===== src/hw/rtl/arp_pkg.sv =====
// shared types, codes and helpers for the relocation patcher
package arp_pkg;

  localparam int unsigned WordW = 32;
  localparam int unsigned TypeW = 8;

  // relocation type codes
  localparam logic [TypeW-1:0] TY_ABS32    = 8'd2;
  localparam logic [TypeW-1:0] TY_THM_CALL = 8'd10;
  localparam logic [TypeW-1:0] TY_CALL     = 8'd28;
  localparam logic [TypeW-1:0] TY_JUMP24   = 8'd29;
  localparam logic [TypeW-1:0] TY_TARGET1  = 8'd38;
  localparam logic [TypeW-1:0] TY_TLS_LE32 = 8'd108;

  localparam logic [WordW-1:0] TlsOffset   = 32'd8;
  localparam logic [WordW-1:0] ThmLimit    = 32'h003F_FFFF;
  localparam logic [WordW-1:0] ArmLimit    = 32'h007F_FFFF;
  localparam logic [WordW-1:0] BlxOpcode   = 32'hFA00_0000;
  localparam logic [15:0]      ThmHiPrefix = 16'hF000;
  localparam logic [15:0]      ThmBlxLo    = 16'hE800;
  localparam logic [15:0]      ThmBlLo     = 16'hF800;

  typedef enum logic [1:0] {
    ST_OK      = 2'd0,
    ST_RANGE   = 2'd1,
    ST_THUMB   = 2'd2,
    ST_UNKNOWN = 2'd3
  } status_t;

  // captured relocation, with the branch address already formed
  typedef struct packed {
    logic [TypeW-1:0] reloc_type;
    logic [WordW-1:0] addr;
    logic             sym_external;
    logic [WordW-1:0] sym_value;
    logic [WordW-1:0] old_word;
  } reloc_t;

  typedef struct packed {
    logic             write_word;
    logic [WordW-1:0] new_word;
    status_t          status;
  } patch_t;

  // two's complement v lies in (-lim, lim]
  function automatic logic in_range(input logic [WordW-1:0] v, input logic [WordW-1:0] lim);
    logic [WordW-1:0] neg;
    neg = WordW'(0) - v;
    if (!v[WordW-1]) begin
      in_range = (v <= lim);
    end else begin
      in_range = (neg < lim);
    end
  endfunction

endpackage


===== src/hw/rtl/arp_patch.sv =====
// combinational patch logic for one captured relocation
module arp_patch (
  input  arp_pkg::reloc_t     rel,
  input  logic [31:0]         load_base,
  output arp_pkg::patch_t     res
);
  import arp_pkg::*;

  logic             to_arm;
  logic [WordW-1:0] diff;
  logic [WordW-1:0] bias;
  logic [WordW-1:0] j;
  logic             thm_ok;
  logic             arm_ok;
  logic [15:0]      h0;
  logic [15:0]      h1;

  assign to_arm = ~rel.sym_value[0];
  assign diff   = rel.sym_value - rel.addr;

  always_comb begin
    bias = 32'd6;
    if (rel.reloc_type == TY_THM_CALL) begin
      bias = to_arm ? 32'd2 : 32'd4;
    end else if (rel.reloc_type == TY_CALL && !to_arm) begin
      bias = 32'd8;
    end
  end

  assign j      = diff - bias;
  assign thm_ok = in_range(j, ThmLimit);
  assign arm_ok = in_range(j, ArmLimit);
  assign h0     = ThmHiPrefix | {5'd0, j[22:12]};
  assign h1     = to_arm ? (ThmBlxLo | {5'd0, j[11:2], 1'b0})
                         : (ThmBlLo | {5'd0, j[11:1]});

  always_comb begin
    res.write_word = 1'b0;
    res.new_word   = rel.old_word;
    res.status     = ST_OK;
    unique case (rel.reloc_type)
      TY_ABS32, TY_TARGET1: begin
        res.new_word   = rel.sym_external ? rel.sym_value : rel.old_word + load_base;
        res.write_word = 1'b1;
      end
      TY_THM_CALL: begin
        if (rel.sym_external) begin
          if (!thm_ok) begin
            res.status = ST_RANGE;
          end else begin
            res.new_word   = {h1, h0};
            res.write_word = 1'b1;
          end
        end
      end
      TY_JUMP24: begin
        if (rel.sym_external) begin
          if (!to_arm) begin
            res.status = ST_THUMB;
          end else if (!arm_ok) begin
            res.status = ST_RANGE;
          end else begin
            res.new_word   = {rel.old_word[31:24], j[25:2]};
            res.write_word = 1'b1;
          end
        end
      end
      TY_CALL: begin
        if (rel.sym_external) begin
          if (!arm_ok) begin
            res.status = ST_RANGE;
          end else if (to_arm) begin
            res.new_word   = {rel.old_word[31:24], j[25:2]};
            res.write_word = 1'b1;
          end else begin
            res.new_word   = BlxOpcode | {7'd0, j[1], j[25:2]};
            res.write_word = 1'b1;
          end
        end
      end
      TY_TLS_LE32: begin
        res.new_word   = rel.sym_value + TlsOffset;
        res.write_word = 1'b1;
      end
      default: begin
        res.status = ST_UNKNOWN;
      end
    endcase
  end

endmodule


===== src/hw/rtl/arm_relocation_patcher_top.sv =====
// top level of the relocation patcher: capture register, patch logic, result register
//
// Patches one ARM ELF relocation per transfer. Each input transfer carries the
// relocation type, the target offset from the load base, the symbol's external
// flag and value, and the word currently at the target; each output transfer
// returns the patched word, a write flag and a status (ok, out of range, jump
// to Thumb, unknown type). Exactly one result comes out per input, in order.
// The block is a two-register pipeline: the input register also forms the
// branch address load_base + target_offset, and the combinational patch logic
// (a subtract of address and a small bias, a range compare and bit packing)
// feeds the result register. out_valid is registered from the capture stage's
// valid flag, so each item passes the capture register and then the result
// register, and a new item is taken every cycle while the output side keeps
// up; the capture register can still take an item while a result waits under
// out_stall, so in_stall only rises once both registers hold data and the
// result is stalled. load_base is written through the cfg channel, which is
// always ready; write it only while no items are in flight.
module arm_relocation_patcher_top (
  input  logic                  clk,
  input  logic                  rst,
  // configuration write channel
  input  logic                  cfg_valid,
  output logic                  cfg_ready,
  input  logic [31:0]           cfg_data,
  // relocation input channel
  input  logic                  in_valid,
  output logic                  in_stall,
  input  logic [7:0]            reloc_type,
  input  logic [31:0]           target_offset,
  input  logic                  sym_external,
  input  logic [31:0]           sym_value,
  input  logic [31:0]           old_word,
  // result output channel
  output logic                  out_valid,
  input  logic                  out_stall,
  output logic                  write_word,
  output logic [31:0]           new_word,
  output logic [1:0]            status
);
  import arp_pkg::*;

  logic [WordW-1:0] load_base;
  logic             s1_valid;
  reloc_t           s1;
  patch_t           s2;
  patch_t           s2_next;
  logic             s2_free;
  logic             in_take;

  // the single register is always writable
  assign cfg_ready = 1'b1;

  always_ff @(posedge clk) begin
    if (rst) begin
      load_base <= '0;
    end else if (cfg_valid && cfg_ready) begin
      load_base <= cfg_data;
    end
  end

  // result register frees up when empty or being taken this cycle
  assign s2_free  = !out_valid || !out_stall;
  // capture register can take a new item when empty or handing its item on
  assign in_stall = s1_valid && !s2_free;
  assign in_take  = in_valid && !in_stall;

  // capture stage, branch address formed on the way in
  always_ff @(posedge clk) begin
    if (rst) begin
      s1_valid <= 1'b0;
    end else if (in_take) begin
      s1_valid <= 1'b1;
    end else if (s2_free) begin
      s1_valid <= 1'b0;
    end
  end

  always_ff @(posedge clk) begin
    if (in_take) begin
      s1.reloc_type   <= reloc_type;
      s1.addr         <= load_base + target_offset;
      s1.sym_external <= sym_external;
      s1.sym_value    <= sym_value;
      s1.old_word     <= old_word;
    end
  end

  arp_patch u_patch (
    .rel       (s1),
    .load_base (load_base),
    .res       (s2_next)
  );

  // result stage
  always_ff @(posedge clk) begin
    if (rst) begin
      out_valid <= 1'b0;
    end else if (s2_free) begin
      out_valid <= s1_valid;
    end
  end

  always_ff @(posedge clk) begin
    if (s2_free && s1_valid) begin
      s2 <= s2_next;
    end
  end

  assign write_word = s2.write_word;
  assign new_word   = s2.new_word;
  assign status     = s2.status;

  // any error status means the word is left untouched
  a_err_no_write : assert property (@(posedge clk) disable iff (rst)
    out_valid && (status != ST_OK) |-> !write_word)
    else $error("error status with write flag set");

  // input side only stalls when the capture register holds an item
  a_stall_held : assert property (@(posedge clk) disable iff (rst)
    in_stall |-> s1_valid && out_valid && out_stall)
    else $error("input stalled without a full pipeline");

  // a stalled result leaves the capture stage holding its item
  a_hold_s1 : assert property (@(posedge clk) disable iff (rst)
    s1_valid && out_valid && out_stall |=> s1_valid)
    else $error("capture stage item lost under output stall");

endmodule

===== config.mk =====
export PLATFORM = sky130hd
export DESIGN_NAME = arm_relocation_patcher_top
export DESIGN_NICKNAME = d
export VERILOG_FILES = /design/src/hw/rtl/arp_pkg.sv /design/src/hw/rtl/arp_patch.sv /design/src/hw/rtl/arm_relocation_patcher_top.sv
export SDC_FILE = /design/constraint.sdc
export NUM_CORES = 1
export LEC_CHECK = 0
export BUFFER_PORTS_ARGS = -buffer_cell sky130_fd_sc_hd__buf_4
export CAP_MARGIN = 20
export CORE_MARGIN = 3
export CORE_UTILIZATION = 40
export CTS_BUF_LIST = sky130_fd_sc_hd__clkbuf_16
export DETAILED_ROUTE_END_ITERATION = 10
export RECOVER_POWER = 25
export SLEW_MARGIN = 30
export SYNTH_ARGS = -nofsm -noshare
export SYNTH_HDL_FRONTEND = slang
export SYNTH_SLANG_ARGS = --single-unit

===== constraint.sdc =====
create_clock -name clk -period 14.8 [get_ports clk]
set_input_delay 1.48 -clock clk [delete_from_list [all_inputs] [get_ports clk]]
set_output_delay 1.48 -clock clk [all_outputs]
set_load 0.03 [all_outputs]

==> results of run 1 <==
==> synthesized netlist by cell type (10+ instances only) <==
master	n
mux2i_1	36
nor3_1	38
o211ai_1	26
a211o_1	10
a221oi_1	13
a31oi_1	18
clkbuf_1	27
nand2b_1	17
nand3_1	34
o21ai_0	81
nand2_1	96
a21o_1	38
o21a_1	11
o31ai_1	11
buf_2	10
nor4_1	13
a21oi_1	98
nor2b_1	14
nand4_1	18
xnor2_1	50
o21bai_1	10
and3_1	18
edfxtp_1	140
dfxtp_1	34
a211oi_1	21
o21ai_1	16
and2_1	14
nor2_1	113
inv_1	125
xor2_1	34
ha_1	124
or2_2	12
==> kinds of logic after synthesis <==
logic type,after synthesis
fa+ha+maj,129
flops,174
xor+xnor,84
other cells,1
simple gates,433
compound gates,450
buf+inv,173
mux,36
==> report_power, final <==
part / leakage, nW / switching (mW) / internal, mW
Combinational: 4.80 / 0.431 / 0.247
Sequential: 1.63 / 0.0332 / 0.570
Clock: 0.311 / 0.192 / 0.260
Total: 6.74 / 0.657 / 1.08
==> metal layers <==
metal  GRT usage (%)  vias to the layer above
li1                -                     5868
met1            37.1                     5748
met2            40.2                      457
met3            6.05                       55
met4            7.37                        0
met5               0                        -
==> registers in the layout, summed over array words and instances, names as in the netlist <==
register	count
s1	105
load_base	32
new_word	32
status	2
out_valid	1
s1_valid	1
write_word	1
==> area by class of cell <==
class                      instances  area share [%]
multi-input combinational       1133            50.7
sequential                       174            30.6
timing repair buffer             187            8.75
tap                              442            3.46
inverter                         126            2.96
clock buffer                      17            2.66
clock inverter                    15           0.909
==> stage by stage <==
step	cells	hold WS (ns)	setup slack, ns	total power [mW]
floorplan	1480	0.444	7.79	1.07
global placement	2061	0.466	7.93	1.28
detailed placement	2061	0.478	7.89	1.28
CTS	2093	0.493	7.84	1.73
global route	2094	0.568	7.35	1.82
finish	2094	0.485	7.73	1.73
==> worst reg2reg max path: stages, from the launching register on <==
cell,delay (ns)
edfxtp_1,0.45
nor4b_1,0.40
nand2b_1,0.29
nor3_1,0.49
a21oi_1,0.11
fa_1,0.50
inv_1,0.04
ha_1,0.35
nand2b_1,0.10
a21oi_1,0.40
o2111ai_2,0.32
o21ai_1,0.44
a311oi_2,0.20
xnor2_1,0.25
or4b_4,0.59
a2111oi_2,0.32
o221a_2,0.29
o211ai_2,0.15
nand2_2,0.18
nand3_2,0.48
o211ai_1,0.51
==> worst paths after layout <==
| path | slack [ns] | from | depth (start not counted) | to |
|---|---|---|---|---|
| setup reg to reg | 7.73 | s1[102]$_DFFE_PP_ | 20 | new_word[14]$_DFFE_PP_ |
| hold / removal | 0.48 | s1_valid$_SDFFE_PP0P_ | 2 | out_valid$_SDFFE_PP0N_ |
| hold reg to reg | 0.48 | s1_valid$_SDFFE_PP0P_ | 2 | out_valid$_SDFFE_PP0N_ |
| setup / recovery | 7.73 | s1[102]$_DFFE_PP_ | 20 | new_word[14]$_DFFE_PP_ |
==> out/results.tsv, run 1 <==
stage	metric	value	unit
critical_path	crit_path_top_delay_cell	or4b_4	
cells_and_area	final_common_cell	edfxtp_1	
synthesis	ys_top_cells_by_area	edfxtp_1 (31%), ha_1 (11%), dfxtp_1 (5.0%)	
pwr	leakage	6.74	nW
synthesis	synthArstFlopShare	0	%
die	die_area	36300	um^2
cells_and_area	seq_area	4880	um^2
synthesis	synth_top_area_cell	edfxtp_1	
drt	top_layer_used	met4	
cts	cts_buffers	17	
critical_path	cp_num_buf_inv	1	
drt	wirelength	47900	um
sta	fin_crit_sh	47.8	%
synthesis	synth-xor-area-share	5.40	%
synthesis	ys_seq_elements	174	
drt	drt_iter0_drc	1137	
synthesis	avgSynthCellArea	9.21	um^2
critical_path	crit_required	15.03	ns
pwr	peakVddDrop	0.0886	mV
cells_and_area	drive_above_1_share	15.7	%
cts	root_buffer	clkbuf_16	
cts	post_cts_buffers	0	
drt	routedWlPerCell	22.9	um
die	placementRows	66	
sta	worst_pin_slew	1.58	ns
critical_path	end_kind	flop	
synthesis	synth_area	13600	um^2
drt	route.met3.wl	3890	um
cells_and_area	final_cell_area	16000	um^2
synthesis	synthCells	1480	
critical_path	crit_chain	nor4b_1 > nand2b_1 > nor3_1 > a21oi_1 > fa_1 > inv_1 > ha_1 > nand2b_1 > a21oi_1 > o2111ai_2 > o21ai_1 > a311oi_2 > xnor2_1 > or4b_4 > a2111oi_2 > o221a_2 > o211ai_2 > nand2_2 > nand3_2 > o211ai_1	
sta	finalHoldViolations	0	
synthesis	synth_top_area_share	30.8	%
cts	cts.htree.levels	4	
drt	routed-wl-met2	21000	um
critical_path	max_stage_delay	0.59	ns
synthesis	synth_top_family_by_area	compound AO/OA/AOI/OAI gates	
sta	relSlewSlack	-5.04	%
sta	final_max_slew_viol_count	35	
global_route	antenna_found_initial	0	
die	coreArea	33000	um^2
cells_and_area	diodes	0	
job	max_cap_viol_count	1	
cts	clockBufferDepth	2	
drt	drc_errors	0	
synthesis	yosysSeqAreaShare	35.8	%
sta	skew	0.0161	ns
cts	clk_pin_slew	0.07	ns
synthesis	syn_nets	1751	
sta	final-setup-viol-count	0	
sta	rsz0062_at_grt	false	
global_route	grt_max_degree	75	
critical_path	critPathArrivalTime	7.30	ns
synthesis	synthAdderAreaFrac	12.1	%
synthesis	synthSimpleGateAreaFrac	16.2	%
drt	viasPerCell	5.79	
synthesis	ys.warnings.count	0	
cts	tritoncts	yes	
die	die_h	191	um
global_route	grt_pass1_vias	11924	
synthesis	synthDistinctLibCells	96	
die	die-width	191	um
critical_path	start_kind	flop	
sta	setup_tns	0	ns
cells_and_area	final_core_util	48.3	%
global_route	grt_use_total	26.2	%
drt	ant_nets	0	
run_status	status	complete, but fails checks	
cells_and_area	area_growth	17.1	%
placed_design	place_congestion	0.958	
placed_design	numPortBuffers	178	
critical_path	cp_max_fo	19	
global_route	grt_pass1_wl	71400	um
placed_design	dpl_cell_area	15400	um^2
critical_path	critPathKind	reg -> reg	
pwr	powerDensity	109	nW/um^2
synthesis	ys.flop_type	edfxtp_1	
placed_design	place_hpwl	38900	um
synthesis	synth.area.mux_share	2.64	%
cells_and_area	final_cell_mix	edfxtp_1 (140), inv_1 (133), ha_1 (124)	
cts	insertion_delay	0.45	ns
cts	cts.sinks	174	
global_route	gr-total-overflow	0	
run_status	violations	max-capacitance violations, max-slew violations	
cells_and_area	multi_input_area	8090	um^2
cells_and_area	nFillCells	3234	
drt	drt-met1-wl	22200	um
die	ios	180	
sta	min_period	7.07	ns
die	initial_core_util	41.3	%
drt	firstDrtPassIters	7	
synthesis	synth_edf_count	140	
critical_path	cp_top_family	compound AO/OA/AOI/OAI gates	
drt	vias	12128	
hold_path	hp-class	reg -> reg	
cts	cts_resized	0	
cells_and_area	layout.nets	1910	
synthesis	synth_compound_area_share	22.7	%
sta	fmax	0.141	GHz
cts	hold_buffers	0	
Note: power is estimated with default switching activity, not from simulation.
==> inputs of run 2 (changes only) <==
Settings changed: ABC_AREA set to 1.
Clock period 14.8 ns to 6.8 ns, I/O delays scaled along.
==> run 2 against run 1 <==
  * The flow still finishes with violations (max-capacitance violations, max-slew violations)
  * Sequential cell count is the same
  * First-iteration DRC count grew 52%
  * Routed wire length grew 21%
  * Cell count grew 44%
  * Die area grew 15%
  * Clock power grew 140%
  * Cell area grew 15%
  * Setup slack lost 7.2 ns
  * Highest routed layer unchanged
==> out/results.tsv, run 2 <==
stage	metric	value	unit
placed_design	dpl_cell_area	17700	um^2
pwr	peakVddDrop	0.181	mV
cts	insertion_delay	0.44	ns
sta	min_period	6.23	ns
global_route	antenna_found_initial	1	
cells_and_area	top_register	s1	
critical_path	crit_required	6.97	ns
cts	tritoncts	yes	
drt	viasPerCell	5.37	
cells_and_area	layout.nets	2762	
critical_path	cp_max_fo	13	
sta	rsz0062_at_grt	false	
cts	cts.htree.levels	4	
pwr	leakage	9.12	nW
pwr	intPower	2.44	mW
synthesis	synth_edf_count	140	
critical_path	critPathArrivalTime	6.40	ns
global_route	grt_pass1_vias	15640	
critical_path	crit_path_frequent_cell	nand2_1	
sta	final-setup-viol-count	0	
cts	clockBufferDepth	2	
die	ios	180	
pwr	p_total	4.29	mW
synthesis	synthArstFlopShare	0	%
cells_and_area	diodes	0	
placed_design	numPortBuffers	178	
cts	hold_buffers	0	
pwr	pwr-share-clk	24.8	%
drt	ant_nets	0	
critical_path	crit_path_top_delay_cell	fa_1	
synthesis	synthMostInstantiatedCell	nand2_1	
cells_and_area	final_cell_count_no_fill	3022	
cells_and_area	final_cell_mix	nand2_1 (674), inv_1 (363), a21oi_1 (184)	
synthesis	syn_nets	2589	
critical_path	r2r_slack	0.57	ns
sta	finalHoldViolations	0	
cells_and_area	multi_input_area	9340	um^2
critical_path	critPathKind	reg -> reg	
sta	relSlewSlack	-3.07	%
cells_and_area	seq_area	4880	um^2
sta	fmax	0.160	GHz
synthesis	synth_area	15800	um^2
die	placementRows	72	
critical_path	startpoint	s1[104]$_DFFE_PP_	
job	max_cap_viol_count	1	
placed_design	place_hpwl	48800	um
drt	vias	16218	
run_status	violations	max-capacitance violations, max-slew violations	
drt	wirelength	58100	um
die	die_area	41900	um^2
synthesis	synth_top_area_cell	edfxtp_1	
cts	root_buffer	clkbuf_16	
sta	final_max_slew_viol_count	35	
sta	worst_pin_slew	1.55	ns
critical_path	r2r_start	s1[104]$_DFFE_PP_	
sta	setup_tns	0	ns
hold_path	hp-class	in -> reg	
cts	cts.sinks	174	
drt	drc_errors	0	
drt	drt_iter0_drc	1729	
critical_path	r2r_end	new_word[6]$_DFFE_PP_	
synthesis	avgSynthCellArea	6.82	um^2
cts	cts_resized	0	
synthesis	ys.warnings.count	0	
sta	fin_crit_sh	91.6	%
drt	route.met3.wl	4410	um
cells_and_area	nFillCells	3956	
drt	routedWlPerCell	19.2	um
global_route	grt_pass1_wl	88000	um
synthesis	synth_top_area_share	26.6	%
global_route	grt_max_degree	67	
synthesis	yosysSeqAreaShare	30.9	%
global_route	grt_use_total	27.5	%
cells_and_area	final_common_cell	nand2_1	
synthesis	synth_common_cells	nand2_1 (674), inv_1 (364), a21oi_1 (185)	
synthesis	synthCells	2318	
synthesis	synthDistinctLibCells	53	
critical_path	critical_path.endpoint	new_word[6]$_DFFE_PP_	
pwr	sw_frac_of_total	43.2	%
die	coreArea	38800	um^2
placed_design	post-place-cells	2990	
die	die-width	205	um
cts	post_cts_buffers	0	
cells_and_area	final_cell_area	18300	um^2
critical_path	ff2ff_path_depth	32	
cells_and_area	drive_above_1_share	13.9	%
critical_path	max_stage_delay	0.49	ns
synthesis	ys_seq_elements	174	
drt	drt-met1-wl	26000	um
placed_design	place_congestion	0.991	
drt	firstDrtPassIters	7	
drt	routed-wl-met2	25800	um
drt	top_layer_used	met4	
critical_path	start_kind	flop	
global_route	gr-total-overflow	0	
cts	cts_buffers	17	
pwr	powerDensity	234	nW/um^2
run_status	status	complete, but fails checks	
synthesis	ys.flop_type	edfxtp_1	
pwr	p_switching	1.85	mW
pwr	p_comb_share	44.3	%
critical_path	end_kind	flop	
sta	skew	0.0122	ns
sta	worst_hold_slack	0.431	ns
cells_and_area	largest_reg_flops	105	
die	initial_core_util	40.7	%
synthesis	ys_top_cells_by_area	edfxtp_1 (27%), nand2_1 (16%), ha_1 (9.8%)	
cts	clk_pin_slew	0.08	ns
die	die_h	205	um
pwr	seqPwrFrac	30.9	%
cells_and_area	area_growth	16.1	%
==> run 2: logic make-up (layout without fill, tap and decap cells) <==
logic type	after synthesis	after routing	synth area share [%]
XOR/XNOR	45	45	2.54
AND/OR/NAND/NOR	1209	1209	34.1
adder cells (fa/ha/maj)	129	129	10.4
AO/OA/AOI/OAI	342	342	11.9
flip-flops	174	174	30.9
other	1	1	0.0237
buffers and inverters	418	604	10.1
==> run 2: layout make-up <==
| cell class | count | share of cell area (%) |
|---|---|---|
| inverter | 384 | 7.87 |
| clock inverter | 15 | 1.15 |
| clock buffer | 17 | 2.32 |
| multi-input combinational | 1726 | 50.9 |
| tap | 518 | 3.53 |
| sequential | 174 | 26.6 |
| timing repair buffer | 188 | 7.61 |
==> run 2: power by group through the flow <==
stage	Sequential, mW	Clock, mW	Combinational [mW]
2_1_floorplan	1.32	0	1.28
3_3_place_gp	1.34	0	1.84
3_5_place_dp	1.34	0	1.86
4_1_cts	1.32	1.08	1.87
6_report	1.33	1.07	1.90
5_1_grt	1.33	1.12	2.12
==> run 2: critical path: cells and delay by family (launching register included) <==
kind	cells	cell delay, ns
AO/OA/AOI/OAI	3	0.90
flip-flops	1	0.42
adder cells (fa/ha/maj)	2	0.86
buffers and inverters	4	0.34
AND/OR/NAND/NOR	23	3.41
==> run 2: worst min path at each step <==
stage                                           from                    endpoint  cells after the start
after global placement    load_base[20]$_SDFFE_PP0P_  load_base[20]$_SDFFE_PP0P_                      2
after floorplan                s1_valid$_SDFFE_PP0P_      out_valid$_SDFFE_PP0N_                      2
final                                  sym_value[24]            s1[56]$_DFFE_PP_                      1
after global routing                   sym_value[16]            s1[48]$_DFFE_PP_                      1
after detailed placement  load_base[20]$_SDFFE_PP0P_  load_base[20]$_SDFFE_PP0P_                      2
after CTS                              sym_value[16]            s1[48]$_DFFE_PP_                      1
==> run 2: per-stage QoR <==
step | utilization (%) | setup slack, ns
after global placement | 45.6 | 0.807
after floorplan | - | 1.94
final | 47.2 | 0.569
after CTS | 47.3 | 0.793
after global routing | 47.2 | 0.0557
after detailed placement | 45.6 | 0.817
==> run 2: metal layers <==
metal | global-route usage, % | vias to the layer above
met5 | 0 | -
met4 | 9.27 | 0
met3 | 3.27 | 127
met2 | 43.8 | 712
met1 | 38.8 | 7418
li1 | - | 7961
==> inputs of run 3 (changes only) <==
Settings changed: CORE_ASPECT_RATIO set to 1.4, CTS_CLUSTER_DIAMETER set to 150, RECOVER_POWER 25 to not set.
==> run 3 against run 2 <==
  * The flow now finishes without violations
  * Non-clock buffer count increased by 3
  * Global-route usage increased by 1.6 points
  * Maximum frequency increased by 0.59%
  * Highest routed layer unchanged
  * Cell count increased by 0.23%
==> out/results.tsv, run 3 (same netlist as run 2, synthesis figures left out) <==
stage	metric	value	unit
run_status	status	finished clean	
pwr	leakage	9.14	nW
cells_and_area	multi_input_area	9340	um^2
global_route	grt_pass1_vias	15864	
sta	fin_crit_sh	91.1	%
cts	cts.htree.levels	4	
placed_design	post-place-cells	2997	
job	max_cap_viol_count	0	
critical_path	r2r_slack	0.61	ns
critical_path	critPathKind	reg -> reg	
critical_path	start_kind	flop	
die	die_area	42000	um^2
critical_path	critPathArrivalTime	6.41	ns
drt	viasPerCell	5.35	
sta	final-setup-viol-count	0	
cells_and_area	final_cell_area	18300	um^2
cells_and_area	area_growth	16.0	%
critical_path	crit_required	7.01	ns
hold_path	hold_path_depth	1	
critical_path	cp_top_family	simple AND/OR/NAND/NOR gates	
critical_path	crit_path_frequent_cell	nand2_1	
cts	post_cts_buffers	0	
cells_and_area	final_cell_count_no_fill	3029	
cells_and_area	largest_reg_flops	105	
sta	rsz0062_at_grt	false	
placed_design	numPortBuffers	178	
hold_path	hold_end	s1[32]$_DFFE_PP_	
die	initial_core_util	40.8	%
global_route	grt_use_total	29.1	%
cts	root_buffer	clkbuf_16	
die	die_h	241	um
cells_and_area	diodes	0	
sta	worst_hold_slack	0.398	ns
drt	drc_errors	0	
critical_path	crit_path_top_delay_cell	fa_1	
placed_design	place_congestion	1.01	
critical_path	r2r_end	new_word[7]$_DFFE_PP_	
pwr	p_total	4.26	mW
hold_path	min_from	sym_value[0]	
cells_and_area	top_register	s1	
sta	worst_pin_slew	0.914	ns
die	ios	180	
drt	vias	16192	
global_route	grt_max_degree	59	
drt	wirelength	62000	um
cells_and_area	seq_area	4880	um^2
cells_and_area	nFillCells	4046	
cells_and_area	final_core_util	47.4	%
cells_and_area	layout.nets	2765	
pwr	powerDensity	232	nW/um^2
die	placementRows	85	
pwr	peakVddDrop	0.164	mV
sta	final_max_slew_viol_count	0	
drt	drt_iter0_drc	1206	
critical_path	cp_num_buf_inv	5	
sta	min_period	6.19	ns
cells_and_area	final_common_cell	nand2_1	
global_route	antenna_found_initial	0	
critical_path	max_stage_delay	0.49	ns
cts	cts.sinks	174	
cts	tritoncts	yes	
placed_design	dpl_worst_slack	0.597	ns
placed_design	dpl_cell_area	17800	um^2
cells_and_area	drive_above_1_share	14.2	%
critical_path	end_kind	flop	
cts	insertion_delay	0.46	ns
sta	fin_ws	0.606	ns
sta	finalHoldViolations	0	
cells_and_area	final_cell_mix	nand2_1 (673), inv_1 (362), buf_4 (191)	
critical_path	ff2ff_path_depth	35	
drt	ant_nets	0	
cts	clockBufferDepth	2	
die	die-width	174	um
global_route	grt_pass1_wl	92100	um
cts	cts_buffers	17	
hold_path	hp-class	in -> reg	
sta	setup_tns	0	ns
die	coreArea	38700	um^2
sta	fmax	0.161	GHz
critical_path	r2r_start	s1[104]$_DFFE_PP_	
sta	relSlewSlack	38.5	%
drt	routedWlPerCell	20.5	um
placed_design	place_hpwl	52200	um
global_route	gr-total-overflow	0	
sta	skew	0.0122	ns
critical_path	cp_max_fo	20	
drt	firstDrtPassIters	6	
cts	clk_pin_slew	0.08	ns
==> run 3: cell count changes in the layout (fill, tap and decap cells not counted) <==
cell        previous run  this run
buf_4                114       191
inv_8                  1         2
nand2_1              674       673
bufinv_16              4         0
clkinvlp_4             3         1
clkinv_8               0         3
clkbuf_1               4         0
inv_1                363       362
clkinv_2               0         1
nand2_2               37        38
clkinv_4               2         4
clkbuf_4              70         0
==> run 3: timing repair <==
action,CTS,global route
endpoints found under the setup margin,0,19
hold buffers,0,0
hold endpoints to repair,0,0
gates resized for setup,0,1
==> run 3: power by group <==
group | switching [mW] | internal [mW] | total (mW)
clock | 0.491 | 0.488 | 0.979
sequential | 0.0752 | 1.24 | 1.32
combinational | 1.39 | 0.574 | 1.96
total | 1.96 | 2.30 | 4.26
==> run 3: layout make-up <==
type                    instances  area share [%]
clock buffers                  17            2.32
clock inverters                15           0.839
inverters                     384            7.88
multi-input cells            1726            50.9
flip-flops and latches        174            26.6
well taps                     522            3.56
repair buffers                191            7.82
==> run 3: how the worst max path moves through the flow <==
| stage | from | end | slack (ns) | depth (start not counted) |
|---|---|---|---|---|
| 5_1_grt | s1[104]$_DFFE_PP_ | new_word[10]$_DFFE_PP_ | 0.14 | 35 |
| 3_5_place_dp | s1[104]$_DFFE_PP_ | new_word[7]$_DFFE_PP_ | 0.60 | 35 |
| 2_1_floorplan | s1[104]$_DFFE_PP_ | new_word[15]$_DFFE_PP_ | 1.94 | 38 |
| 4_1_cts | s1[104]$_DFFE_PP_ | new_word[8]$_DFFE_PP_ | 0.59 | 35 |
| 6_report | s1[104]$_DFFE_PP_ | new_word[7]$_DFFE_PP_ | 0.61 | 35 |
| 3_3_place_gp | s1[104]$_DFFE_PP_ | new_word[14]$_DFFE_PP_ | 0.63 | 35 |
==> run 3: routing by layer <==
layer / vias to the layer above / share of wire [%] / GRT usage [%]
li1: 7984 / - / -
met1: 7467 / 38 / 32.9
met2: 590 / 51 / 54.0
met3: 151 / 4.7 / 2.79
met4: 0 / 5.8 / 15.6
met5: - / 0 / 0
